File: src/rtl/bpn_pkg.sv
// bpn_pkg: shared types and constants of the batch peak normalizer
// no dependencies; used by every rtl file of the block
`default_nettype none

package bpn_pkg;

    // sample and result widths
    localparam int DATA_W   = 32;
    localparam int MAG_W    = 31;
    localparam int FRAC_W   = 16;
    localparam int RATIO_W  = FRAC_W + 1;
    localparam int OUT_W    = 24;

    // batch length counter, wide enough for the largest batch of 64
    localparam int CNT_W    = 7;

    // batches that may be stored or in service at once (one per bank)
    localparam logic [1:0] MAX_PENDING = 2'd2;

    localparam logic [MAG_W-1:0]   MAG_MAX     = {MAG_W{1'b1}};
    localparam logic [RATIO_W-1:0] LIMIT_RESET = RATIO_W'(65535);

    // one finished batch handed from the front to the back
    typedef struct packed {
        logic             bank;
        logic [CNT_W-1:0] count;
        logic [MAG_W-1:0] peak;
    } desc_t;

endpackage

`default_nettype wire

File: src/rtl/bpn_front.sv
// bpn_front: accepts samples, stores magnitudes and tracks batch and running peak
// depends on bpn_pkg; writes into bpn_store and pushes batches into bpn_queue
`default_nettype none

module bpn_front #(
    parameter int MAX_BATCH = 64,
    parameter int IDX_W     = 6
) (
    input  wire logic                        clk,
    input  wire logic                        rst_n,
    input  wire logic                        in_valid,
    output logic                             in_ready,
    input  wire logic [bpn_pkg::DATA_W-1:0]  velocity,
    input  wire logic                        last_in_batch,
    input  wire logic                        banks_full,
    output logic                             wr_en,
    output logic [IDX_W:0]                   wr_addr,
    output logic [bpn_pkg::MAG_W-1:0]        wr_data,
    output logic                             push,
    output bpn_pkg::desc_t                   push_desc
);

    logic [bpn_pkg::CNT_W-1:0]  fill_reg;
    logic [bpn_pkg::MAG_W-1:0]  bpeak_reg;
    logic [bpn_pkg::MAG_W-1:0]  rpeak_reg;
    logic                       bank_reg;

    logic                       accept;
    logic [bpn_pkg::DATA_W-1:0] neg_v;
    logic [bpn_pkg::DATA_W-1:0] abs_v;
    logic [bpn_pkg::MAG_W-1:0]  mag;
    logic [bpn_pkg::CNT_W-1:0]  fill_next;
    logic [bpn_pkg::MAG_W-1:0]  bpeak_next;
    logic [bpn_pkg::MAG_W-1:0]  rpeak_next;
    logic                       batch_end;

    assign in_ready = !banks_full;
    assign accept   = in_valid && in_ready;

    // magnitude, most negative sample saturates
    always_comb
    begin
        neg_v = '0 - velocity;
        abs_v = velocity[bpn_pkg::DATA_W-1] ? neg_v : velocity;
        mag   = abs_v[bpn_pkg::DATA_W-1] ? bpn_pkg::MAG_MAX : abs_v[bpn_pkg::MAG_W-1:0];
    end

    // peaks and batch end
    always_comb
    begin
        fill_next  = fill_reg + bpn_pkg::CNT_W'(1);
        bpeak_next = (mag > bpeak_reg) ? mag : bpeak_reg;
        rpeak_next = (bpeak_next > rpeak_reg) ? bpeak_next : rpeak_reg;
        batch_end  = last_in_batch || (fill_next == bpn_pkg::CNT_W'(MAX_BATCH));
    end

    // store write and batch hand-off
    assign wr_en           = accept;
    assign wr_addr         = {bank_reg, fill_reg[IDX_W-1:0]};
    assign wr_data         = mag;
    assign push            = accept && batch_end;
    assign push_desc.bank  = bank_reg;
    assign push_desc.count = fill_next;
    assign push_desc.peak  = rpeak_next;

    // batch state
    always_ff @(posedge clk or negedge rst_n)
    begin
        if (!rst_n)
        begin
            fill_reg  <= '0;
            bpeak_reg <= '0;
            rpeak_reg <= '0;
            bank_reg  <= 1'b0;
        end
        else if (accept)
        begin
            if (batch_end)
            begin
                fill_reg  <= '0;
                bpeak_reg <= '0;
                rpeak_reg <= rpeak_next;
                bank_reg  <= !bank_reg;
            end
            else
            begin
                fill_reg  <= fill_next;
                bpeak_reg <= bpeak_next;
            end
        end
    end

endmodule

`default_nettype wire

File: config.mk
export PLATFORM = sky130hd
export DESIGN_NAME = bpn_front
export DESIGN_NICKNAME = d
export VERILOG_FILES = /design/src/rtl/bpn_pkg.sv /design/src/rtl/bpn_front.sv
export SDC_FILE = /design/constraint.sdc
export NUM_CORES = 1
export LEC_CHECK = 0
export BUFFER_PORTS_ARGS = -buffer_cell sky130_fd_sc_hd__buf_2
export CORE_MARGIN = 5
export CORE_UTILIZATION = 45
export DETAILED_ROUTE_END_ITERATION = 8
export PLACE_DENSITY = 0.82
export SYNTH_ARGS = -nofsm -noshare
export SYNTH_HDL_FRONTEND = slang
export SYNTH_SLANG_ARGS = --single-unit
File: constraint.sdc
create_clock -name clk -period 6.9 [get_ports clk]
set_input_delay 0.345 -clock clk [delete_from_list [all_inputs] [get_ports clk]]
set_output_delay 0.345 -clock clk [all_outputs]
set_load 0.1 [all_outputs]
==> summary.md, run 1 <==
| Metric | Value |
|---|---|
| Max Used Layer | met4 |
| Number of routed nets with antenna violations | 0 |
| Sequential-to-total area share from yosys stat | around 30% |
| Vias in the first global route | 5,267 |
| Slowest stage cell, crit path | or4_4 |
| CP endpoint kind | primary output |
| Cells after Synth | 618 |
| Most common cell in the netlist | mux2_2 |
| Synth warn | 0 |
| DRT Pass-1 Iters | 5 |
| Fmax | 148 MHz |
| Die X | between 100 and 150 um |
| Final setup viols | 0 |
| Asr flop ratio synth | 100% |
| GP Congestion | between 0.9 and 1 |
| Placed Area | about 7500 um^2 |
| Initial antenna violation count | 0 |
| Critical path class | in2out |
| Flop2flop setup slack | between 2000 and 2500 ps |
| Drt total wl | approximately 17 mm |
| Reg2Reg Depth | 19 |
| Vias/cell | approximately 5.7 |
| Clk_skew | between 5 and 6 ps |
| Clock buffer depth | 2 |
| EDFF count, synth | 0 |
| Maxcap violations | 0 |
| First-iteration detailed-routing DRC count | roughly 350 |
| CTS tree | yes |
| # clock sinks | 70 |
| HP Class | in2async |
| Dpl ws | -39.4 ps |
| Hold_ws | between 200 and 250 ps |
| Slew Limit Fails | 0 |
| Worst path required time | about 6600 ps |
| Simple-gate share of the synthesized area | between 10% and 20% |
| Io pins | 117 |
| Synth Area in Compound Gates | 15.4% |
| DRC | 0 |
| Worst slew pin tran | 1310 ps |
| Antenna fix cells | 0 |
| Root Driver | clkbuf_16 |
| Outcome | completed |
| Worst R2R End | rpeak_reg[6] |
| Slew margin rel. | between 10 and 15% |
| Adder-Cell Fraction of Synth Area | between 10% and 20% |
| Max incr delay on CP | 570 ps |
| Pin count of the biggest net entering global routing | 71 |
| Layout Nets | roughly 870 |
| # port buffers | between 100 and 150 |
| Routed len/inst | 18.1 um |
| Min Tclk post-route | 6770 ps |
| Dpl hpwl | 12.4 mm |
| Ys flop type | dfrtp_1 |
| Total gr overflow | 0 |
| Synth area leaders | dfrtp_1 (30%), mux2_2 (18%), ha_1 (14%), a22o_1 (5.2%), inv_1 (4.6%) |
| Fraction of synthesized area in multiplexers | a little under a fifth |
| Critical path startpoint category | input port |
| CTS Buf Count | 9 |
| Commonest cells post-synth | mux2_2 (92), inv_1 (71), dfrtp_1 (70) |
| Via count | around 5.4k |
| Initial Util | a little under half |
| Worst-path clk slew | ~50 ps |
| Critical-path maximum fanout | 10 |
| Crit-path leading delay family | simple AND/OR/NAND/NOR gates |
| Yosys cell types | 49 |
| CORE AREA | between 10,000 and 15,000 um^2 |
| Design area | between 8000 and 9000 um^2 |
| GRT Util Overall | a little over a fifth |
| Worst Path Arrival | 6430 ps |
| Final worst setup slack | approximately 130 ps |
| Share of post-route cells with drive strength above 1 | roughly two fifths |
| Wl on met1 | 6.97 mm |
| Synth Register Bits | 70 |
| Die H | 124 um |
| Syn Nets | 719 |
| Buf/Inv on CP | 6 |
| Clock Latency Late Sink | 340 ps |
| Top cell type's share of synthesized area | approximately 30% |
| Largest family of logic cells by synthesized area | multiplexers |
| DR WL met3 | about 1.1 mm |
| Area leader, netlist | dfrtp_1 |
| Final Hold Fails | 0 |
| First-pass GRT wire length | approximately 26 mm |
| Post-synthesis area per instance | about 9.5 um^2 |
| Synthesis-to-finish area growth | 39.6% |
| H-tree depth | 3 |
| Synth Cell Area | ~6000 um^2 |
| DR WL met2 | approximately 8.7 mm |
| RR Startpoint | bpeak_reg[28] |
| Die ar. | ~15,000 um^2 |
| Num rows | slightly above 40 |
| Fin crit share | 98.1% |
| Xor-xnor portion of the synthesized cell area | around 4.5% |
[repair_timing]
| item | CTS | global route |
|---|---|---|
| endpoints found under the hold margin | 0 | 0 |
| pin swaps | 1 | 13 |
| setup buffers | 0 | 12 |
| cloned | 1 | 4 |
| resized for setup | 2 | 29 |
| hold buffers | 0 | 0 |
| setup endpoints to repair | 14 | 31 |
[stage by stage]
stage	instances	util, %	setup TNS [ps]
after floorplan	618	-	0
after global placement	914	59.5	0
after detailed placement	914	59.5	-39.4
after CTS	931	61.9	0
after global routing	947	64.5	-2180
final	947	64.5	0
[cell type report]
class,instances,area [um^2]
clock buffers,13,250
clock inverters,3,43.8
fillers,970,4500
inverters,71,267
multi-input cells,449,4100
flip-flops and latches,70,1750
well taps,172,215
repair buffers,169,1550
[cells by family after synthesis]
family	Yosys count
AND/OR/NAND/NOR	133
multiplexers	94
flip-flops	70
AO/OA/AOI/OAI	126
XOR/XNOR	30
buffers and inverters	101
adder cells (fa/ha/maj)	64
[cells in the final DEF (no fill, tap or decap), drive strengths merged, types with 3 or more instances in the layout]
| master | instances |
|---|---|
| and3 | 3 |
| o41ai | 7 |
| clkbuf | 16 |
| or2 | 3 |
| xor2 | 18 |
| nand3 | 19 |
| buf | 166 |
| nand4 | 15 |
| nor3 | 7 |
| a22o | 35 |
| nand2 | 47 |
| o21ai | 27 |
| a21o | 6 |
| or3 | 6 |
| nor4 | 7 |
| or4 | 5 |
| ha | 64 |
| a21oi | 27 |
| dfrtp | 70 |
| xnor2 | 12 |
| nor2 | 16 |
| inv | 71 |
| o31ai | 8 |
| mux2 | 93 |
[per-layer routing]
layer | up-vias | GRT usage [%]
met5 | - | 0
met4 | 0 | 6.50
met3 | 34 | 4.86
met2 | 174 | 35.9
met1 | 2620 | 26.5
li1 | 2557 | -
[how the worst max path moves through the flow]
stage               slack (ps)   startpoint            end  depth (start not counted)
detailed placement         -40  velocity[4]  push_desc[30]                         24
floorplan                    2  velocity[4]   push_desc[0]                         23
CTS                         40  velocity[4]  push_desc[30]                         24
global placement            80  velocity[4]  push_desc[30]                         22
finish                     130  velocity[1]  push_desc[15]                         25
global route              -100  velocity[1]  push_desc[15]                         26
[worst reg2reg max path: stages, from the launching register on]
cell and delay (ps):
dfrtp_1 390, inv_1 60, ha_1 330, nand4_1 210
nor4_4 390, nand2_1 130, a22o_1 290, nor2_4 210
buf_12 190, buf_4 120, mux2_2 350, ha_1 300
a21oi_1 140, nor2_1 70, a2111oi_2 350, o31ai_2 170
buf_4 160, o211ai_1 200, buf_4 320, mux2_2 390
Power of run 1 is not shown: default switching activity piles up to over one toggle a cycle in this logic, so the estimate is an artifact.
==> run 2: changes to the inputs <==
- CELL_PAD_IN_SITES_DETAIL_PLACEMENT: unset -> 0
- CELL_PAD_IN_SITES_GLOBAL_PLACEMENT: unset -> 1
- CORE_UTILIZATION: 45 -> 39
- PLACE_DENSITY: 0.82 -> 0.9
==> run 2 against run 1 <==
  * The run now ends with negative setup slack left
  * Utilization fell by 6.4 points
  * Critical path depth is the same
  * Via count down 1.0%
  * Clock skew increased by 1.7 ps
  * Setup slack got worse by 180 ps
  * Worst hold slack better by 30 ps
  * Global-route usage decreased by 3.0 points
  * Highest routed layer unchanged
==> summary.md, run 2 (synthesis gave the netlist of run 1 again) <==
| Metric | Value |
|---|---|
| Outcome | finished, violations left |
| Final worst setup slack | -47.3 ps (-175 ps) |
| Critical Path Start | velocity[7] |
| Share of post-route cells with drive strength above 1 | 43.3% (+1.6 points) |
| Vias/cell | 5.48 (-3.6%) |
| Commonest non-fill, non-tap cell in the layout | buf_2 |
| Via count | 5,329 (-1.0%) |
| Die X | 133 um (+6.8%) |
| # clock sinks | 70 (unchanged) |
| CTS tree | yes |
| Die H | 133 um (+6.8%) |
| CP endpoint kind | primary output |
| Total gr overflow | 0 (unchanged) |
| First-pass GRT wire length | 25.8 mm (+0.27%) |
| Most frequent cells in the layout | buf_2 (83), inv_1 (71), dfrtp_1 (70), ha_1 (57), mux2_2 (52) |
| Initial antenna violation count | 0 (unchanged) |
| Vias in the first global route | 5,114 (-2.9%) |
| Worst R2R End | rpeak_reg[30] |
| CORE AREA | 14,600 um^2 (+16%) |
| Initial Util | 40.0% (-6.2 points) |
| # port buffers | 116 (unchanged) |
| Setup crit end | push_desc[19] |
| Final setup viols | 26 (+26) |
| Clock Latency Late Sink | 330 ps (about the same) |
| Root Driver | clkbuf_16 |
| Synthesis-to-finish area growth | 45.4% |
| Hold Buf Count CTS | 0 (unchanged) |
| RR Startpoint | bpeak_reg[4] |
| Most used cell along the critical path | buf_6 |
| Dpl hpwl | 12.6 mm (+2.0%) |
| Critical path class | in2out |
| DRC | 0 (unchanged) |
| Num rows | 44 (+7.3%) |
| Number of routed nets with antenna violations | 0 (unchanged) |
| First-iteration detailed-routing DRC count | 333 (-5.7%) |
| Antenna fix cells | 0 (unchanged) |
| Reg2Reg Depth | 21 (+2) |
| DRT Pass-1 Iters | 4 (-1) |
| Layout Nets | 884 (+1.5%) |
| Slowest stage cell, crit path | or4_4 |
| GP Congestion | 0.856 (-6.8%) |
| GRT Util Overall | 18.0% (-3.0 points) |
| HP Class | in2async |
| Slew margin rel. | 36.9% (+24 points) |
| Critical-path maximum fanout | 7 (-3) |
| Fin crit share | 101% (+2.5 points) |
| Worst Path Arrival | 6600 ps (+170 ps) |
| Dpl ws | 6.45 ps (+45.9 ps) |
| Drt total wl | 17.5 mm (+2.2%) |
| Min Tclk post-route | 6950 ps (+175 ps) |
| CTS Buf Count | 9 (unchanged) |
| Fmax | 144 MHz (-2.5%) |
| Final Hold Fails | 0 (unchanged) |
| Io pins | 117 (unchanged) |
| H-tree depth | 3 (unchanged) |
| Critical path startpoint category | input port |
| Worst-path clk slew | 60 ps (about the same) |
| Worst path required time | 6550 ps (about the same) |
| Max incr delay on CP | 650 ps (+80 ps) |
| Flop2flop setup slack | 1910 ps (-110 ps) |
| Routed len/inst | 18.0 um (-0.43%) |
| RSZ-0062 raised after global routing | true |
| Clock buffer depth | 2 (unchanged) |
| Maxcap violations | 0 (unchanged) |
| Failing checks | negative setup slack |
| Worst slew pin tran | 946 ps (-360 ps) |
| Clk_skew | 7.11 ps (+1.75 ps) |
| Die ar. | 17,600 um^2 (+14%) |
| Slew Limit Fails | 0 (unchanged) |
| Pin count of the biggest net entering global routing | 71 (unchanged) |
run 2: cell types whose count changed in the layout (fill, tap and decap cells not counted), moves of 4 or more:
cell    change
buf_6       +7
mux2_2      -7
mux2_4      +7
buf_4       +5
ha_1        -4
ha_4        +4
run 2: worst max-delay path, delay by kind of cell:
kind                     cells  cell delay [ps]
XOR/XNOR                     1              230
buffers and inverters        6              930
adder cells (fa/ha/maj)      2              540
multiplexers                 2              650
AO/OA/AOI/OAI                6             1170
AND/OR/NAND/NOR              8             2730
run 2: per-layer routing:
metal	up-vias	routed length (um)	GRT usage [%]
li1	2571	-	-
met1	2588	7470	22.0
met2	145	8820	31.6
met3	25	851	4.18
met4	0	340	5.66
met5	-	0	0
run 2: area by class of cell:
type	count	area [um^2]
Clock buffer	11	243
Tap cell	184	230
Inverter	71	267
Sequential cell	70	1750
Clock inverter	5	106
Multi-Input combinational cell	448	4170
Fill cell	1242	6130
Timing Repair Buffer	183	1750
run 2: worst min-delay path by stage:
| stage | slack, ps | end | cells after the start | startpoint |
|---|---|---|---|---|
| 6_report | 240 | bpeak_reg[24] | 2 | rst_n |
| 5_1_grt | 320 | bpeak_reg[24] | 2 | rst_n |
| 4_1_cts | 280 | bpeak_reg[25] | 2 | rst_n |
| 3_5_place_dp | 480 | bank_reg | 1 | bank_reg |
| 3_3_place_gp | 480 | bank_reg | 1 | bank_reg |
| 2_1_floorplan | 50 | bank_reg | 0 | rst_n |
run 2: stage by stage:
stage                     cells  util, %  cell area (um^2)  hold slack (ps)  TNS [ps]
final                       972     58.1              8510              238      -567
after global routing        972     58.1              8510              320     -6050
after CTS                   942     54.0              7900              281         0
after detailed placement    926     51.5              7550              481         0
after global placement      926     51.5              7550              476         0
after floorplan             618        -              6160             49.4         0
run 2: repair_timing:
action	in CTS	in global routing
setup endpoints to repair	29	52
buffers inserted	0	24
resized for setup	1	59
pin swaps	0	25
cloned	0	6
Power of run 2 is left out for the same reason.
==> run 3: changes to the inputs <==
- SETUP_SLACK_MARGIN: unset -> 0.5
==> run 3 against run 2 <==
  * Setup slack improved by 54 ps
  * Global-route usage increased by 2.4 points
  * Utilization increased by 5.7 points
  * Critical path depth increased by 3
  * Register-to-register slack got worse by 90 ps
  * Routed wire length increased by 16%
  * The run ends with design-rule violations left
  * First-iteration DRC count increased by 23%
  * Maximum frequency increased by 0.78%
  * Die area unchanged
==> summary.md, run 3 (synthesis gave the netlist of run 1 again) <==
| Metric | Value |
|---|---|
| H-tree depth | 3 (unchanged) |
| Fill cells | 1,080 (-13%) |
| Initial antenna violation count | 0 (unchanged) |
| Total gr overflow | 0 (unchanged) |
| Clock buffer depth | 2 (unchanged) |
| Worst Path Arrival | 6550 ps (-50 ps) |
| Failing checks | design-rule violations |
| DRT Pass-1 Iters | 9 (+5) |
| Slowest stage cell, crit path | or4_4 |
| Min Tclk post-route | 6890 ps (-53.6 ps) |
| Met1 usage | 28.2% (+6.1 points) |
| Final Hold Fails | 0 (unchanged) |
| Clk_skew | 9.64 ps (+2.53 ps) |
| Vias in the first global route | 5,588 (+9.3%) |
| First-pass GRT wire length | 29.3 mm (+14%) |
| Synthesis-to-finish area growth | 59.6% |
| Maxcap violations | 0 (unchanged) |
| Initial Util | 40.0% (unchanged) |
| Final worst setup slack | 6.31 ps (+53.6 ps) |
| Busiest grt layer | met2 |
| Dpl ws | -49.6 ps (-56.0 ps) |
| CTS Buf Count | 9 (unchanged) |
| Number of routed nets with antenna violations | 0 (unchanged) |
| Worst path required time | 6550 ps (about the same) |
| Outcome | finished, violations left |
| GP Congestion | 0.869 (+1.5%) |
| Slew margin rel. | 39.5% (+2.6 points) |
| Slew Limit Fails | 0 (unchanged) |
| First-iteration detailed-routing DRC count | 411 (+23%) |
| Critical path class | in2out |
| CTS tree | yes |
| Final setup viols | 0 (-100%) |
| Vias/cell | 5.66 (+3.2%) |
| Io pins | 117 (unchanged) |
| Via count | 5,782 (+8.5%) |
| Num rows | 44 (unchanged) |
| Routing usage on met3 | 3.23% (-0.95 points) |
| Critical path startpoint category | input port |
| Dpl hpwl | 12.9 mm (+2.3%) |
| Max incr delay on CP | 620 ps (-30 ps) |
| DRC | 3 (+3) |
| HP Class | in2async |
| Flop2flop setup slack | 1820 ps (-90 ps) |
| Most frequent cells in the layout | buf_4 (86), mux2_4 (83), buf_2 (81), inv_1 (71), dfrtp_1 (70) |
| Clock Latency Late Sink | 350 ps (+20 ps) |
| Root Driver | clkbuf_16 |
| CP endpoint kind | primary output |
| Commonest non-fill, non-tap cell in the layout | buf_4 |
| Drt total wl | 20.2 mm (+16%) |
| # clock sinks | 70 (unchanged) |
| Grt met2 use | 32.4% (+0.79 points) |
| GRT Util Overall | 20.4% (+2.4 points) |
| Fin crit share | 99.9% (-0.78 points) |
| Most used cell along the critical path | buf_12 |
| CORE AREA | 14,600 um^2 (unchanged) |
| Critical-path maximum fanout | 10 (+3) |
| Die ar. | 17,600 um^2 (unchanged) |
| Die X | 133 um (unchanged) |
| Pin count of the biggest net entering global routing | 71 (unchanged) |
| Worst slew pin tran | 908 ps (-38.5 ps) |
| Routed len/inst | 19.8 um (+9.9%) |
| Layout Nets | 935 (+5.8%) |
| Antenna fix cells | 0 (unchanged) |
| Die H | 133 um (unchanged) |
| Worst-path clk slew | 60 ps (about the same) |
| # port buffers | 116 (unchanged) |
| RSZ-0062 raised after global routing | true |
| Hold Buf Count CTS | 0 (unchanged) |
| Share of post-route cells with drive strength above 1 | 49.6% (+6.4 points) |
| Fmax | 145 MHz (+0.78%) |
[run 3: worst max-delay path: cells and delay by family]
kind | cells | cell delay, ps
buf+inv | 11 | 1490
compound gates | 4 | 700
mux | 2 | 650
fa+ha+maj | 2 | 380
simple gates | 9 | 2960
[run 3: final timing paths]
path,to,start,depth (start not counted)
min in group clk,fill_reg[4],last_in_batch,3
max in group asynchronous,bpeak_reg[10],rst_n,2
min reg2reg,bank_reg,bank_reg,1
max reg2reg,rpeak_reg[1],bpeak_reg[28],27
max,push_desc[22],velocity[3],28
min,rpeak_reg[3],rst_n,2
[run 3: per-layer routing]
| layer | wire, um | part of all wire, % |
|---|---|---|
| met1 | 8480 | 42 |
| met2 | 9730 | 48 |
| met3 | 1260 | 6.3 |
| met4 | 731 | 3.6 |
| met5 | 0 | 0 |
[run 3: what timing repair did]
action | in CTS | in global routing
gates cloned | 6 | 5
setup buffers | 36 | 37
pin swaps | 7 | 42
setup endpoints to repair | 31 | 62
hold endpoints to repair | 0 | 0
resized for setup | 46 | 76
[run 3: through the flow]
| stage | hold slack (ps) | setup TNS (ps) | utilization (%) | instance area, um^2 | cells |
|---|---|---|---|---|---|
| after global placement | 475 | -12.8 | 52.2 | 7640 | 923 |
| after detailed placement | 477 | -422 | 52.2 | 7640 | 923 |
| after CTS | 249 | 0 | 58.5 | 8570 | 980 |
| final | 212 | 0 | 63.8 | 9340 | 1022 |
| after global routing | 317 | -4240 | 63.8 | 9340 | 1022 |
| after floorplan | 49.4 | 0 | - | 6300 | 618 |
[run 3: area by class of cell]
type / count / area (um^2) / share of cell area, %
clock buffer: 10 / 239 / 2.56
inverter: 71 / 267 / 2.85
tap: 184 / 230 / 2.46
multi-input combinational: 450 / 4550 / 48.6
timing repair buffer: 232 / 2260 / 24.2
clock inverter: 5 / 50.0 / 0.536
sequential: 70 / 1750 / 18.7
Power of run 3 is left out for the same reason.
